--- config.mk ---
export PLATFORM = sky130hd
export DESIGN_NAME = multi_channel_led_fade_ramp_top_flat
export DESIGN_NICKNAME = d
export VERILOG_FILES = /design/src/hdl/mclfr_pkg.sv /design/src/hdl/mclfr_item_if.sv /design/src/hdl/mclfr_result_if.sv /design/src/hdl/mclfr_state_mem.sv /design/src/hdl/mclfr_update.sv /design/src/hdl/multi_channel_led_fade_ramp_top.sv /design/src/flat_wrapper.sv
export SDC_FILE = /design/constraint.sdc
export NUM_CORES = 1
export LEC_CHECK = 0
export BUFFER_PORTS_ARGS = -buffer_cell sky130_fd_sc_hd__buf_2
export CORE_UTILIZATION = 50
export DETAILED_ROUTE_END_ITERATION = 10
export PLACE_DENSITY = 0.63
export SLEW_MARGIN = 20
export SYNTH_ARGS = -nofsm -noshare
export SYNTH_HDL_FRONTEND = slang
export SYNTH_SLANG_ARGS = --single-unit
--- constraint.sdc ---
create_clock -name clk -period 11.5 [get_ports clk]
set_input_delay 0 -clock clk [delete_from_list [all_inputs] [get_ports clk]]
set_output_delay 0 -clock clk [all_outputs]
set_load 0.01 [all_outputs]
--- src/hdl/mclfr_pkg.sv ---
// Shared types and constants for the multi-channel LED fade ramp.
package mclfr_pkg;

  localparam int CH_W  = 2;
  localparam int LVL_W = 8;

  localparam logic KIND_SET  = 1'b0;
  localparam logic KIND_TICK = 1'b1;

  typedef enum logic [1:0] {
    DIR_IDLE = 2'd0,
    DIR_UP   = 2'd1,
    DIR_DOWN = 2'd2
  } dir_t;

  // One channel's stored state.
  typedef struct packed {
    logic [LVL_W-1:0] level;
    logic [LVL_W-1:0] goal;
    dir_t             dir;
  } rec_t;

  typedef struct packed {
    logic [CH_W-1:0]  out_channel;
    logic [LVL_W-1:0] pwm_level;
    logic             level_written;
    logic             fading;
  } result_t;

endpackage

--- src/hdl/mclfr_item_if.sv ---
// Input channel: set-target and tick beats.
interface mclfr_item_if;
  import mclfr_pkg::*;

  logic             valid;
  logic             ready;
  logic             kind;
  logic [CH_W-1:0]  channel;
  logic [LVL_W-1:0] target_level;

  modport source (output valid, kind, channel, target_level, input ready);
  modport sink (input valid, kind, channel, target_level, output ready);
endinterface

--- src/hdl/mclfr_result_if.sv ---
// Output channel: one result beat per input beat.
interface mclfr_result_if;
  import mclfr_pkg::*;

  logic             valid;
  logic             ready;
  logic [CH_W-1:0]  out_channel;
  logic [LVL_W-1:0] pwm_level;
  logic             level_written;
  logic             fading;

  modport source (output valid, out_channel, pwm_level, level_written, fading, input ready);
  modport sink (input valid, out_channel, pwm_level, level_written, fading, output ready);
endinterface

--- src/hdl/mclfr_state_mem.sv ---
// Per-channel state memory with registered read data, valid bits and write forwarding.
module mclfr_state_mem #(
  parameter int CHANNELS = 4,
  parameter int AW       = 2
) (
  input  logic              clk,
  input  logic              rst,
  input  logic              rd_en,
  input  logic [AW-1:0]     rd_addr,
  input  logic              wr_en,
  input  logic [AW-1:0]     wr_addr,
  input  mclfr_pkg::rec_t   wr_rec,
  output mclfr_pkg::rec_t   rd_rec
);
  import mclfr_pkg::*;

  rec_t                mem [CHANNELS];
  logic [CHANNELS-1:0] vld;
  rec_t                ram_q;
  rec_t                fwd_q;
  logic                vld_q;
  logic                hit_q;

  always_ff @(posedge clk) begin
    if (rst) begin
      vld   <= '0;
      vld_q <= 1'b0;
      hit_q <= 1'b0;
    end else begin
      if (wr_en) begin
        vld[wr_addr] <= 1'b1;
      end
      if (rd_en) begin
        vld_q <= vld[rd_addr];
        hit_q <= wr_en && (wr_addr == rd_addr);
      end
    end
  end

  // A write in the same cycle as a read of that entry is not yet in the
  // array, so its record is kept aside and takes precedence.
  always_ff @(posedge clk) begin
    if (wr_en) begin
      mem[wr_addr] <= wr_rec;
    end
    if (rd_en) begin
      ram_q <= mem[rd_addr];
      fwd_q <= wr_rec;
    end
  end

  assign rd_rec = hit_q ? fwd_q : (vld_q ? ram_q : '0);

  a_reset_clears_valid: assert property (@(posedge clk) rst |=> (vld == '0))
    else $error("valid bits not cleared by reset");

  a_forward_on_collision: assert property (@(posedge clk) disable iff (rst)
    (rd_en && wr_en && (rd_addr == wr_addr)) |=> hit_q)
    else $error("same-entry read and write not forwarded");

  a_no_stale_forward: assert property (@(posedge clk) disable iff (rst)
    (rd_en && !wr_en) |=> !hit_q)
    else $error("forwarding flagged without a write");

endmodule

--- src/hdl/mclfr_update.sv ---
// Fade step logic: works out a channel's new state and the result from one beat.
module mclfr_update #(
  parameter int STEP_SIZE = 2
) (
  input  logic                           kind,
  input  logic [mclfr_pkg::CH_W-1:0]     channel,
  input  logic [mclfr_pkg::LVL_W-1:0]    target_level,
  input  logic                           in_range,
  input  mclfr_pkg::rec_t                cur,
  output mclfr_pkg::rec_t                nxt,
  output mclfr_pkg::result_t             res
);
  import mclfr_pkg::*;

  localparam int               STEP_EFF = (STEP_SIZE == 0) ? 1 : STEP_SIZE;
  localparam logic [LVL_W-1:0] STEP     = LVL_W'(STEP_EFF);

  logic [LVL_W-1:0] gap;
  logic [LVL_W-1:0] remain;
  logic             written;

  always_comb begin
    nxt     = cur;
    written = 1'b0;
    gap     = (target_level > cur.level) ? (target_level - cur.level)
                                         : (cur.level - target_level);
    remain  = (cur.dir == DIR_UP) ? (cur.goal - cur.level) : (cur.level - cur.goal);

    if (kind == KIND_SET) begin
      if (cur.dir == DIR_IDLE && target_level != cur.level) begin
        written  = 1'b1;
        nxt.goal = target_level;
        if (gap <= STEP) begin
          nxt.level = target_level;
          nxt.dir   = DIR_IDLE;
        end else if (target_level > cur.level) begin
          nxt.level = cur.level + STEP;
          nxt.dir   = DIR_UP;
        end else begin
          nxt.level = cur.level - STEP;
          nxt.dir   = DIR_DOWN;
        end
      end
    end else if (cur.dir != DIR_IDLE) begin
      // More than one step is left exactly when the remaining gap exceeds
      // one step; otherwise the level snaps onto the goal.
      written = 1'b1;
      if (remain > STEP) begin
        nxt.level = (cur.dir == DIR_UP) ? (cur.level + STEP) : (cur.level - STEP);
      end else begin
        nxt.level = cur.goal;
        nxt.dir   = DIR_IDLE;
      end
    end

    res.out_channel   = channel;
    res.pwm_level     = in_range ? nxt.level : '0;
    res.level_written = in_range && written;
    res.fading        = in_range && (nxt.dir != DIR_IDLE);
  end

endmodule

--- src/hdl/multi_channel_led_fade_ramp_top.sv ---
// Top level of the multi-channel LED fade ramp.
//
// The item channel takes set-target beats (kind 0) and fade ticks (kind 1)
// for one LED channel each; the result channel returns exactly one beat per
// item, in order, carrying the channel's PWM level after that item, whether
// the level was written, and whether the channel is still fading.
// Channel state sits in a small memory that is read when the item is taken;
// the step is computed from the read data and written back while the
// result is loaded into the output register. A back-to-back item for the
// same channel takes the freshly written state through a forwarding path.
// An item passes the read stage and then the output register before its
// result beat is offered, and the block takes one item every cycle while
// results are being drained.
// Reset clears every channel to level zero and idle through per-entry valid
// bits, so items are accepted as soon as reset is released.
// When the receiver stalls, the result is held in the output register, one
// further item waits in the read stage, and item ready then drops.
module multi_channel_led_fade_ramp_top #(
  parameter int CHANNELS  = 4,
  parameter int STEP_SIZE = 2
) (
  input logic            clk,
  input logic            rst,
  mclfr_item_if.sink     item,
  mclfr_result_if.source result
);
  import mclfr_pkg::*;

  localparam int AW = (CHANNELS > 1) ? $clog2(CHANNELS) : 1;

  logic             item_accept;
  logic [AW+1:0]    item_ch_wide;
  logic [AW+1:0]    s1_ch_wide;
  logic [AW-1:0]    rd_addr;
  logic [AW-1:0]    wr_addr;

  logic             s1_valid;
  logic             s1_kind;
  logic [CH_W-1:0]  s1_channel;
  logic [LVL_W-1:0] s1_target;
  logic             s1_adv;
  logic             s1_in_range;

  logic             res_valid;
  result_t          res_q;
  result_t          res_next;
  rec_t             cur_rec;
  rec_t             nxt_rec;

  assign item_accept  = item.valid && item.ready;
  assign item_ch_wide = (AW+2)'(item.channel);
  assign rd_addr      = item_ch_wide[AW-1:0];
  assign s1_ch_wide   = (AW+2)'(s1_channel);
  assign wr_addr      = s1_ch_wide[AW-1:0];
  assign s1_in_range  = 32'(s1_channel) < CHANNELS;

  assign s1_adv     = s1_valid && (!res_valid || result.ready);
  assign item.ready = !s1_valid || s1_adv;

  always_ff @(posedge clk) begin
    if (rst) begin
      s1_valid  <= 1'b0;
      res_valid <= 1'b0;
    end else begin
      if (item_accept) begin
        s1_valid <= 1'b1;
      end else if (s1_adv) begin
        s1_valid <= 1'b0;
      end
      if (s1_adv) begin
        res_valid <= 1'b1;
      end else if (result.ready) begin
        res_valid <= 1'b0;
      end
    end
  end

  always_ff @(posedge clk) begin
    if (item_accept) begin
      s1_kind    <= item.kind;
      s1_channel <= item.channel;
      s1_target  <= item.target_level;
    end
    if (s1_adv) begin
      res_q <= res_next;
    end
  end

  mclfr_state_mem #(
    .CHANNELS (CHANNELS),
    .AW       (AW)
  ) u_mem (
    .clk     (clk),
    .rst     (rst),
    .rd_en   (item_accept),
    .rd_addr (rd_addr),
    .wr_en   (s1_adv && s1_in_range),
    .wr_addr (wr_addr),
    .wr_rec  (nxt_rec),
    .rd_rec  (cur_rec)
  );

  mclfr_update #(
    .STEP_SIZE (STEP_SIZE)
  ) u_update (
    .kind         (s1_kind),
    .channel      (s1_channel),
    .target_level (s1_target),
    .in_range     (s1_in_range),
    .cur          (cur_rec),
    .nxt          (nxt_rec),
    .res          (res_next)
  );

  assign result.valid         = res_valid;
  assign result.out_channel   = res_q.out_channel;
  assign result.pwm_level     = res_q.pwm_level;
  assign result.level_written = res_q.level_written;
  assign result.fading        = res_q.fading;

  a_reset_empties_pipe: assert property (@(posedge clk) rst |=> (!s1_valid && !res_valid))
    else $error("pipeline not empty after reset");

  a_advance_fills_output: assert property (@(posedge clk) disable iff (rst)
    s1_adv |=> res_valid)
    else $error("advanced beat did not reach the output register");

  a_fading_implies_written_or_set: assert property (@(posedge clk) disable iff (rst)
    (s1_adv && s1_kind == KIND_TICK && res_next.fading) |-> res_next.level_written)
    else $error("tick left a channel fading without a step");

endmodule
--- src/flat_wrapper.sv ---
// flat-port wrapper written by rule: the top's interface ports become plain ports
module multi_channel_led_fade_ramp_top_flat import mclfr_pkg::*;
#(
  parameter int CHANNELS  = 4,
  parameter int STEP_SIZE = 2
)
  (clk, rst, item_valid, item_kind, item_channel, item_target_level, item_ready, result_valid, result_out_channel, result_pwm_level, result_level_written, result_fading, result_ready);
  mclfr_item_if item_i ();
  mclfr_result_if result_i ();
  input logic clk;
  input logic rst;
  input wire logic [$bits(item_i.valid)-1:0] item_valid;
  input wire logic [$bits(item_i.kind)-1:0] item_kind;
  input wire logic [$bits(item_i.channel)-1:0] item_channel;
  input wire logic [$bits(item_i.target_level)-1:0] item_target_level;
  output wire logic [$bits(item_i.ready)-1:0] item_ready;
  output wire logic [$bits(result_i.valid)-1:0] result_valid;
  output wire logic [$bits(result_i.out_channel)-1:0] result_out_channel;
  output wire logic [$bits(result_i.pwm_level)-1:0] result_pwm_level;
  output wire logic [$bits(result_i.level_written)-1:0] result_level_written;
  output wire logic [$bits(result_i.fading)-1:0] result_fading;
  input wire logic [$bits(result_i.ready)-1:0] result_ready;
  assign item_i.valid = item_valid;
  assign item_i.kind = item_kind;
  assign item_i.channel = item_channel;
  assign item_i.target_level = item_target_level;
  assign item_ready = item_i.ready;
  assign result_valid = result_i.valid;
  assign result_out_channel = result_i.out_channel;
  assign result_pwm_level = result_i.pwm_level;
  assign result_level_written = result_i.level_written;
  assign result_fading = result_i.fading;
  assign result_i.ready = result_ready;
  multi_channel_led_fade_ramp_top #(.CHANNELS(CHANNELS), .STEP_SIZE(STEP_SIZE)) u_core (.clk(clk), .rst(rst), .item(item_i), .result(result_i));
endmodule
==> summary.txt, run 1 <==
Worst Setup Start Kind: register
Sink Count: 139
Post-Synthesis Cells: 576
mean area per synthesized cell: 12.7 um2
CTS Buf Count: 17
global-route wire length before repair: 27800 um
H-tree levels: 4
Setup Fix Bufs, Post-CTS: 0
dpl hpwl: 12800 um
met3 usage: 0.0330
largest net degree at the start of global routing: 49
Die W: 123 um
maximum root-to-sink buffer count: 2
fin crit share: 0.464
Reg clk slew, reported paths: 0.06 ns
Max stage delay on crit path: 0.80 ns
vias in the first global route: 4891
hold path depth: 1
Die Y: 123 um
Max Cap Viol: 0
crit path cell chain: nand2_1 -> o21ai_1 -> inv_1 -> fa_1 -> a31oi_1 -> o31ai_2 -> a31oi_1 -> nor2_2 -> nor3b_1 -> a211o_1 -> and3_1 -> a21oi_1 -> o31ai_1
Fin. Hold Viols: 0
Root Buffer: clkbuf_16
worst min path class: in2reg
syn nets: 622
Setup CP Type: reg2reg
Slew @ Worst Pin: 1.09 ns
Arr. time, crit path: 5.40 ns
DRT Wirelength: 17900 um
cell mode on critical path: a31oi_1
effective utilization at floorplan: 0.520
area share of the largest cell type after synthesis: 0.538
CP bufs+invs: 1
Final ANT Viol Nets: 0
RR Endpoint: u_core.u_mem.mem[0][10]
Primary FF master, synth: edfxtp_1
core area: 14000 um2
routed wire length per instance: 22.1 um
# DRC: 0
gp weighted congestion: 0.967
row count: 43
WP data required: 11.57 ns
post-synthesis sequential area ratio: 0.560
P&R area growth vs syn: 14.2%
Nets: 665
most frequent cells after synthesis: edfxtp_1, nor2_1, inv_1
Pwr Total: 1300 uW
maximum VDD drop: 0.000164 V
diodes inserted: 0
Fmax: 0.187 GHz
grt met2 use: 0.414
Final Max Slew Viols: 0
CTS tree: yes
Hold EP: u_core.s1_channel[1]
cell depth of the worst setup path: 13
r2r startpoint: u_core.u_mem.vld_q
R2R cell count: 13
crit-path max FO: 11
vias per cell: 6.23
internal reg-to-reg setup slack: 6.16 ns
P_leak: 0.00317 uW
fin crit period: 5.34 ns
Port Buffers: 28
initial antenna violation count: 0
all-layer global routing usage: 0.256
post_cts resized: 0
RSZ-0062 raised after global routing: no
hold path start: item_channel[1]
Slowest-stage cell, CP: o31ai_1
top-count cell post-synth: edfxtp_1
num ports: 29
GRT Residual Overflow: 0
Synth area leaders: edfxtp_1, mux4_2, ha_1, a21oi_1, dfxtp_1
GR peak layer: met2
layout cell share with drive strength beyond 1: 0.180
critical path's top delay family: compound AO/OA/AOI/OAI gates
1st-pass router iterations: 5
Ys Warns: 0
run status: finished clean
Setup Skew: 0.00721 ns
Worst-Skew Late Latency: 0.41 ns
number of enable flip-flop cells after synthesis: 131
cell type with the highest aggregate area in the netlist: edfxtp_1
met1 Usage GRT: 0.346
synth unique cells: 82
synthesized area: 7310 um2
setup TNS: 0 ns
drt first-iter violations: 461
share of synthesized registers carrying an async set or reset: 0
die footprint: 15100 um2
Final Setup Violations: 0
slew margin rel.: 0.273
DR vias: 5058
pwr dens: 155 nW/um2
CP endpoint kind: register
FF+latch count, synth: 139
==> how the worst max path moves through the flow <==
stage,startpoint,to
floorplan,u_core.u_mem.hit_q,u_core.result.pwm_level[3]
global placement,u_core.u_mem.vld_q,u_core.result.pwm_level[1]
detailed placement,u_core.u_mem.vld_q,u_core.u_mem.mem[0][11]
CTS,u_core.u_mem.vld_q,u_core.result.pwm_level[1]
global route,u_core.u_mem.vld_q,u_core.u_mem.mem[2][16]
finish,u_core.u_mem.vld_q,u_core.u_mem.mem[0][10]
==> through the flow <==
stage | std cells | instance area (um2) | util | setup slack, ns | hold WS [ns]
floorplan | 576 | 7310 | - | 7.21 | 0.0989
global placement | 765 | 7600 | 0.541 | 5.91 | 0.176
detailed placement | 765 | 7600 | 0.541 | 5.68 | 0.178
CTS | 811 | 8340 | 0.594 | 5.64 | 0.136
global route | 812 | 8350 | 0.594 | 5.73 | 0.142
finish | 812 | 8350 | 0.594 | 6.16 | 0.144
==> worst reg2reg max path: stages (launching register included) <==
cell	delay, ns
dfxtp_1	0.51
nand2_1	0.13
o21ai_1	0.76
inv_1	0.36
fa_1	0.52
a31oi_1	0.26
o31ai_2	0.14
a31oi_1	0.38
nor2_2	0.17
nor3b_1	0.24
a211o_1	0.24
and3_1	0.38
a21oi_1	0.12
o31ai_1	0.80
==> power by group <==
part | internal [uW] | switching (uW)
Sequential | 586 | 12.2
Clock | 346 | 191
Combinational | 59.0 | 101
Total | 991 | 305
==> sequential cells by signal (all words and copies together), names as in the netlist <==
register,cells
u_core.result.fading,1
u_core.result.level_written,1
u_core.result.out_channel,2
u_core.result.pwm_level,8
u_core.result.valid,1
u_core.s1_channel,2
u_core.s1_kind,1
u_core.s1_target,8
u_core.s1_valid,1
u_core.u_mem.fwd_q,18
u_core.u_mem.hit_q,1
u_core.u_mem.mem,72
u_core.u_mem.ram_q,18
u_core.u_mem.vld,4
u_core.u_mem.vld_q,1
==> timing repair <==
item | CTS | global route
endpoints found under the hold margin | 17 | 0
hold buffers | 14 | 0
endpoints found under the setup margin | 0 | 0
==> layout make-up <==
cell class	count	area, um2
sequential	139	4090
multi-input combinational	374	2960
tap	180	225
clock buffer	21	450
fill	1121	5700
inverter	39	146
clock inverter	11	145
timing repair buffer	48	323
==> cells in the final DEF, fill, tap and decap left out, types with 8 or more instances in the layout <==
cell type and instances:
clkbuf_16 17, inv_1 36, dlygate4sd3_1 14, a31oi_1 9
nand2_1 26, a21oi_1 34, mux4_2 19, nor3_1 15
nand3_1 16, o21ai_0 18, ha_1 29, nor2_1 38
dfxtp_1 8, o211ai_1 8, a22oi_1 12, buf_2 29
mux2i_1 11, edfxtp_1 131
==> per-layer routing <==
| layer | vias up | share of wire |
|---|---|---|
| li1 | 2319 | - |
| met1 | 2501 | 0.43 |
| met2 | 197 | 0.49 |
| met3 | 41 | 0.051 |
| met4 | 0 | 0.030 |
| met5 | - | 0 |
==> logic make-up (layout without fill, tap and decap cells) <==
logic type | Yosys count | in the layout | synth area share
and+or+nand+nor | 154 | 154 | 0.118
AOI/OAI and AO/OA | 144 | 144 | 0.136
DFF | 139 | 139 | 0.560
buffers and inverters | 63 | 119 | 0.0360
muxes | 32 | 32 | 0.0771
adders and majority gates | 31 | 31 | 0.0551
xor gates and xnor gates | 13 | 13 | 0.0166
Note: power is estimated with default switching activity, not from simulation.
==> run 2: changes to the inputs <==
==> constraint.sdc (replaced) <==
create_clock -name clk -period 5.55 [get_ports clk]
set_input_delay 0 -clock clk [delete_from_list [all_inputs] [get_ports clk]]
set_output_delay 0 -clock clk [all_outputs]
set_load 0.01 [all_outputs]
==> summary.txt, run 2 (synthesis gave the netlist of run 1 again) <==
run status: finished clean
H-tree levels: 4 (unchanged)
final worst slack: 0.607 ns (-5.56 ns)
CTS Buf Count: 17 (unchanged)
Worst-Skew Late Latency: 0.41 ns (about the same)
Fin. Hold Viols: 0 (unchanged)
die footprint: 15100 um2 (unchanged)
Largest register FFs: 72 (unchanged)
layout cell share with drive strength beyond 1: 0.190 (+0.00936)
Power Internal: 2090 uW (+110%)
pwr dens: 323 nW/um2 (+110%)
final-layout fill cell count: 1112 (-0.80%)
critical path's top delay family: compound AO/OA/AOI/OAI gates
diodes inserted: 0 (unchanged)
CP bufs+invs: 1 (unchanged)
crit-path max FO: 11 (unchanged)
CP endpoint kind: register
Fmax: 0.202 GHz (+7.9%)
effective utilization at floorplan: 0.520 (unchanged)
Seq. cell area: 4090 um2 (unchanged)
commonest non-fill, non-tap cells in the layout: edfxtp_1, nor2_1, inv_1
WP data required: 5.66 ns (-5.91 ns)
crit path cell chain: nor2b_1 -> a22o_1 -> ha_1 -> inv_1 -> fa_1 -> a31oi_1 -> o31ai_2 -> a31oi_1 -> nor3_1 -> or3_1 -> and4b_4 -> a31oi_1 -> a21oi_1 -> o221ai_1
Psw: 634 uW (+110%)
DR vias: 5094 (+0.71%)
Arr. time, crit path: 5.05 ns (-0.35 ns)
worst min path class: in2reg
DRT Wirelength: 18200 um (+1.6%)
drt first-iter violations: 369 (-20%)
GRT Residual Overflow: 0 (unchanged)
initial antenna violation count: 0 (unchanged)
cell mode on critical path: a31oi_1
Switching Fraction: 0.233 (-0.00242)
CTS tree: yes
maximum root-to-sink buffer count: 2 (unchanged)
Biggest register: u_core.u_mem.mem
Setup Skew: 0.00943 ns (+0.00221 ns)
Die W: 123 um (unchanged)
fin crit period: 4.94 ns (-0.393 ns)
Slew @ Worst Pin: 1.05 ns (-0.0425 ns)
Combinational Power Share: 0.124 (about the same)
largest registers: u_core.u_mem.mem x72, u_core.u_mem.fwd_q x18, u_core.u_mem.ram_q x18
routed wire length per instance: 22.2 um (+0.25%)
Final ANT Viol Nets: 0 (unchanged)
slew margin rel.: 0.300 (+0.0273)
Nets: 676 (+1.7%)
multi-input combinational cell area: 2960 um2 (about the same)
fin crit share: 0.891 (+0.427)
largest net degree at the start of global routing: 49 (unchanged)
dpl hpwl: 13300 um (+3.2%)
setup TNS: 0 ns (unchanged)
maximum VDD drop: 0.000362 V (+120%)
Final Setup Violations: 0 (unchanged)
Worst Setup Start Kind: register
1st-pass router iterations: 5 (unchanged)
Final Max Slew Viols: 0 (unchanged)
cell depth of the worst setup path: 14 (+1)
Reg clk slew, reported paths: 0.06 ns (about the same)
R2R cell count: 14 (+1)
vias per cell: 6.19 (-0.63%)
global-route wire length before repair: 28200 um (+1.3%)
hold path depth: 1 (unchanged)
vias in the first global route: 5082 (+3.9%)
Port Buffers: 28 (unchanged)
row count: 43 (unchanged)
Max Cap Viol: 0 (unchanged)
P_leak: 0.00323 uW (+2.0%)
all-layer global routing usage: 0.260 (+0.00414)
Setup Fix Bufs, Post-CTS: 0 (unchanged)
Seq pwr share: 0.455 (-0.007)
Slowest-stage cell, CP: dfxtp_1
core area: 14000 um2 (unchanged)
gp weighted congestion: 0.976 (+0.94%)
clock share of power: 0.421 (+0.007)
Root Buffer: clkbuf_16
RSZ-0062 raised after global routing: no
commonest non-fill, non-tap cell in the layout: edfxtp_1
Place WS: 0.767 ns (-4.92 ns)
Setup CP Type: reg2reg
Die Y: 123 um (unchanged)
num ports: 29 (unchanged)
Sink Count: 139 (unchanged)
# DRC: 0 (unchanged)
Max stage delay on crit path: 0.58 ns (-0.22 ns)
P&R area growth vs syn: 15.5%
hold_buf cts: 13 (-1)
post_cts resized: 0 (unchanged)
==> run 2: cell count changes in the layout (fill, tap and decap cells not counted), sizes merged <==
cell | previous run | this run
clkbuf | 21 | 20
bufinv | 3 | 4
dlygate4sd3 | 14 | 13
buf | 34 | 46
clkinvlp | 3 | 1
inv | 39 | 41
==> run 2: final cells by class <==
type                            instances  area share
Clock buffer                           20      0.0518
Timing Repair Buffer                   59      0.0480
Inverter                               39      0.0174
Clock inverter                         12      0.0202
Sequential cell                       139       0.485
Tap cell                              180      0.0267
Multi-Input combinational cell        374       0.351
==> run 2: worst reg2reg max path: cells and delay by family, from the launching register on <==
family	cells	cell delay [ns]
simple gates	4	1.16
buf+inv	1	0.05
fa+ha+maj	2	0.60
flops	1	0.58
compound gates	7	2.24
==> run 2: path summary, 6_finish.rpt <==
path	from	end	slack (ns)
hold reg to reg	u_core.u_mem.vld[0]	u_core.u_mem.vld[0]	0.48
hold / removal	item_channel[1]	u_core.s1_channel[1]	0.13
setup reg to reg	u_core.u_mem.vld_q	u_core.u_mem.mem[0][17]	0.61
setup / recovery	u_core.u_mem.vld_q	u_core.u_mem.mem[0][17]	0.61
==> run 2: stage by stage <==
stage	total power, uW	std cells	hold WS (ns)	cell area, um2	utilization
2_1_floorplan	1480	576	0.0989	7310	-
3_3_place_gp	1580	778	0.178	7700	0.548
3_5_place_dp	1590	778	0.179	7700	0.548
4_1_cts	2740	823	0.116	8440	0.601
5_1_grt	2810	823	0.134	8440	0.601
6_report	2720	823	0.127	8440	0.601
==> run 2: power by group through the flow <==
stage                     combinational (uW)  sequential, uW  clock [uW]
after detailed placement                 328            1260           0
final                                    337            1240        1150
after global routing                     366            1240        1200
after floorplan                          227            1250           0
after global placement                   322            1260           0
after CTS                                336            1240        1170
==> run 2: per-layer routing <==
layer	vias to the layer above	global-route usage	wire length, um
met4	0	0.0945	452
met2	200	0.423	8740
met3	37	0.0428	931
li1	2348	-	-
met5	-	0	0
met1	2509	0.352	8110
==> run 3: changes to the inputs <==
--- a/config.mk
+++ b/config.mk
@@ -8,8 +8,9 @@
 export BUFFER_PORTS_ARGS = -buffer_cell sky130_fd_sc_hd__buf_2
 export CORE_UTILIZATION = 50
 export DETAILED_ROUTE_END_ITERATION = 10
-export PLACE_DENSITY = 0.63
+export PLACE_DENSITY = 0.65
 export SLEW_MARGIN = 20
 export SYNTH_ARGS = -nofsm -noshare
 export SYNTH_HDL_FRONTEND = slang
 export SYNTH_SLANG_ARGS = --single-unit
+export TNS_END_PERCENT = 30
==> constraint.sdc (replaced) <==
create_clock -name clk -period 4.5 [get_ports clk]
set_input_delay 0 -clock clk [delete_from_list [all_inputs] [get_ports clk]]
set_output_delay 0 -clock clk [all_outputs]
set_load 0.01 [all_outputs]
==> summary.txt, run 3 (synthesis gave the netlist of run 1 again) <==
run status: finished clean
dpl hpwl: 13300 um (+0.40%)
initial antenna violation count: 0 (unchanged)
diodes inserted: 0 (unchanged)
placed insts: 791 (+1.7%)
maximum root-to-sink buffer count: 2 (unchanged)
drt first-iter violations: 397 (+7.6%)
crit-path max FO: 8 (-3)
Worst-Skew Late Latency: 0.42 ns (about the same)
CP endpoint kind: register
row count: 43 (unchanged)
Setup Skew: 0.0186 ns (+0.00912 ns)
H-tree levels: 4 (unchanged)
largest net degree at the start of global routing: 49 (unchanged)
1st-pass router iterations: 7 (+2)
effective utilization at floorplan: 0.520 (unchanged)
DRT Wirelength: 18300 um (+0.13%)
Sink Count: 139 (unchanged)
setup TNS: 0 ns (unchanged)
Slew @ Worst Pin: 1.05 ns (+0.00285 ns)
fin crit share: 0.942 (+0.0510)
Largest register FFs: 72 (unchanged)
Setup CP Type: reg2reg
Place WS: 0.216 ns (-0.551 ns)
fin crit period: 4.24 ns (-0.706 ns)
GRT Residual Overflow: 0 (unchanged)
routed wire length per instance: 21.9 um (-1.3%)
Max Cap Viol: 0 (unchanged)
Fmax: 0.236 GHz (+17%)
Setup Fix Bufs, Post-CTS: 0 (unchanged)
commonest non-fill, non-tap cells in the layout: edfxtp_1, nor2_1, inv_1
Post-Layout Cell Count: 835 (+1.5%)
Port Buffers: 28 (unchanged)
maximum VDD drop: 0.000347 V (-4.1%)
vias per cell: 6.19 (about the same)
Worst Setup Start Kind: register
Final Max Slew Viols: 0 (unchanged)
Biggest register: u_core.u_mem.mem
final worst slack: 0.263 ns (-0.344 ns)
Die Y: 123 um (unchanged)
core area: 14000 um2 (unchanged)
commonest non-fill, non-tap cell in the layout: edfxtp_1
Fin. Hold Viols: 0 (unchanged)
WP data required: 4.58 ns (-1.08 ns)
largest registers: u_core.u_mem.mem x72, u_core.u_mem.fwd_q x18, u_core.u_mem.ram_q x18
CTS tree: yes
vias in the first global route: 4949 (-2.6%)
CTS Buf Count: 17 (unchanged)
final core utilization: 0.604 (+0.00294)
gp weighted congestion: 1.00 (+2.8%)
Final ANT Viol Nets: 0 (unchanged)
RSZ-0062 raised after global routing: no
Reg clk slew, reported paths: 0.05 ns (about the same)
slew margin rel.: 0.298 (-0.00190)
global-route wire length before repair: 28100 um (-0.37%)
worst min path class: in2reg
layout cell share with drive strength beyond 1: 0.206 (+0.0164)
# DRC: 0 (unchanged)
P&R area growth vs syn: 16.0%
all-layer global routing usage: 0.258 (-0.00261)
Nets: 690 (+2.1%)
Die W: 123 um (unchanged)
Final Setup Violations: 0 (unchanged)
DR vias: 5165 (+1.4%)
Root Buffer: clkbuf_16
num ports: 29 (unchanged)
die footprint: 15100 um2 (unchanged)
hold_ws: 0.145 ns (+0.0180 ns)
P_leak: 0.00326 uW (+1.0%)
pwr dens: 376 nW/um2 (+16%)
Arr. time, crit path: 4.32 ns (-0.73 ns)
run 3: final timing paths:
path              slack [ns]                      to                 from  depth (start not counted)
setup / recovery        0.26  u_core.u_mem.fwd_q[15]   u_core.u_mem.hit_q                         15
hold / removal          0.15    u_core.s1_channel[1]      item_channel[1]                          1
setup reg to reg        0.26  u_core.u_mem.fwd_q[15]   u_core.u_mem.hit_q                         15
hold reg to reg         0.47     u_core.u_mem.vld[3]  u_core.u_mem.vld[3]                          2
run 3: cell type report:
class | instances | area (um2)
Fill cell | 1096 | 5560
Tap cell | 180 | 225
Multi-Input combinational cell | 374 | 2970
Clock inverter | 8 | 72.6
Timing Repair Buffer | 73 | 526
Inverter | 39 | 146
Clock buffer | 22 | 444
Sequential cell | 139 | 4090
run 3: per-layer routing:
metal | wire [um] | global-route usage | vias up
met1 | 8250 | 0.356 | 2585
met4 | 286 | 0.0777 | 0
met2 | 8750 | 0.414 | 185
li1 | - | - | 2371
met5 | 0 | 0 | -
met3 | 964 | 0.0479 | 24
run 3: through the flow:
stage          power [uW]  area [um2]
2_1_floorplan        1820        7310
3_3_place_gp         1970        7810
3_5_place_dp         1970        7810
4_1_cts              3200        8470
5_1_grt              3290        8480
6_report             3190        8480
run 3: worst max-delay path, stage by stage (launching register included):
cell and delay (ns):
dfxtp_1 0.40, nor2b_1 0.07, buf_4 0.16, a22o_1 0.29, ha_1 0.43, inv_1 0.13
o31ai_2 0.31, a31oi_1 0.15, buf_4 0.17, nor2_2 0.29, nor3b_1 0.10, a211o_1 0.38
and3_1 0.21, buf_4 0.16, a311oi_1 0.35, o2111ai_2 0.29
run 3: repair_timing:
item | in CTS | in global routing
gates resized for setup | 0 | 2
endpoints found under the setup margin | 0 | 12
hold endpoints to repair | 17 | 0
hold buffers | 14 | 0
run 3: where the power goes:
part / internal (uW) / switching [uW] / total, uW
clock: 749 / 474 / 1220
sequential: 1500 / 30.3 / 1530
combinational: 169 / 267 / 436
total: 2410 / 771 / 3190
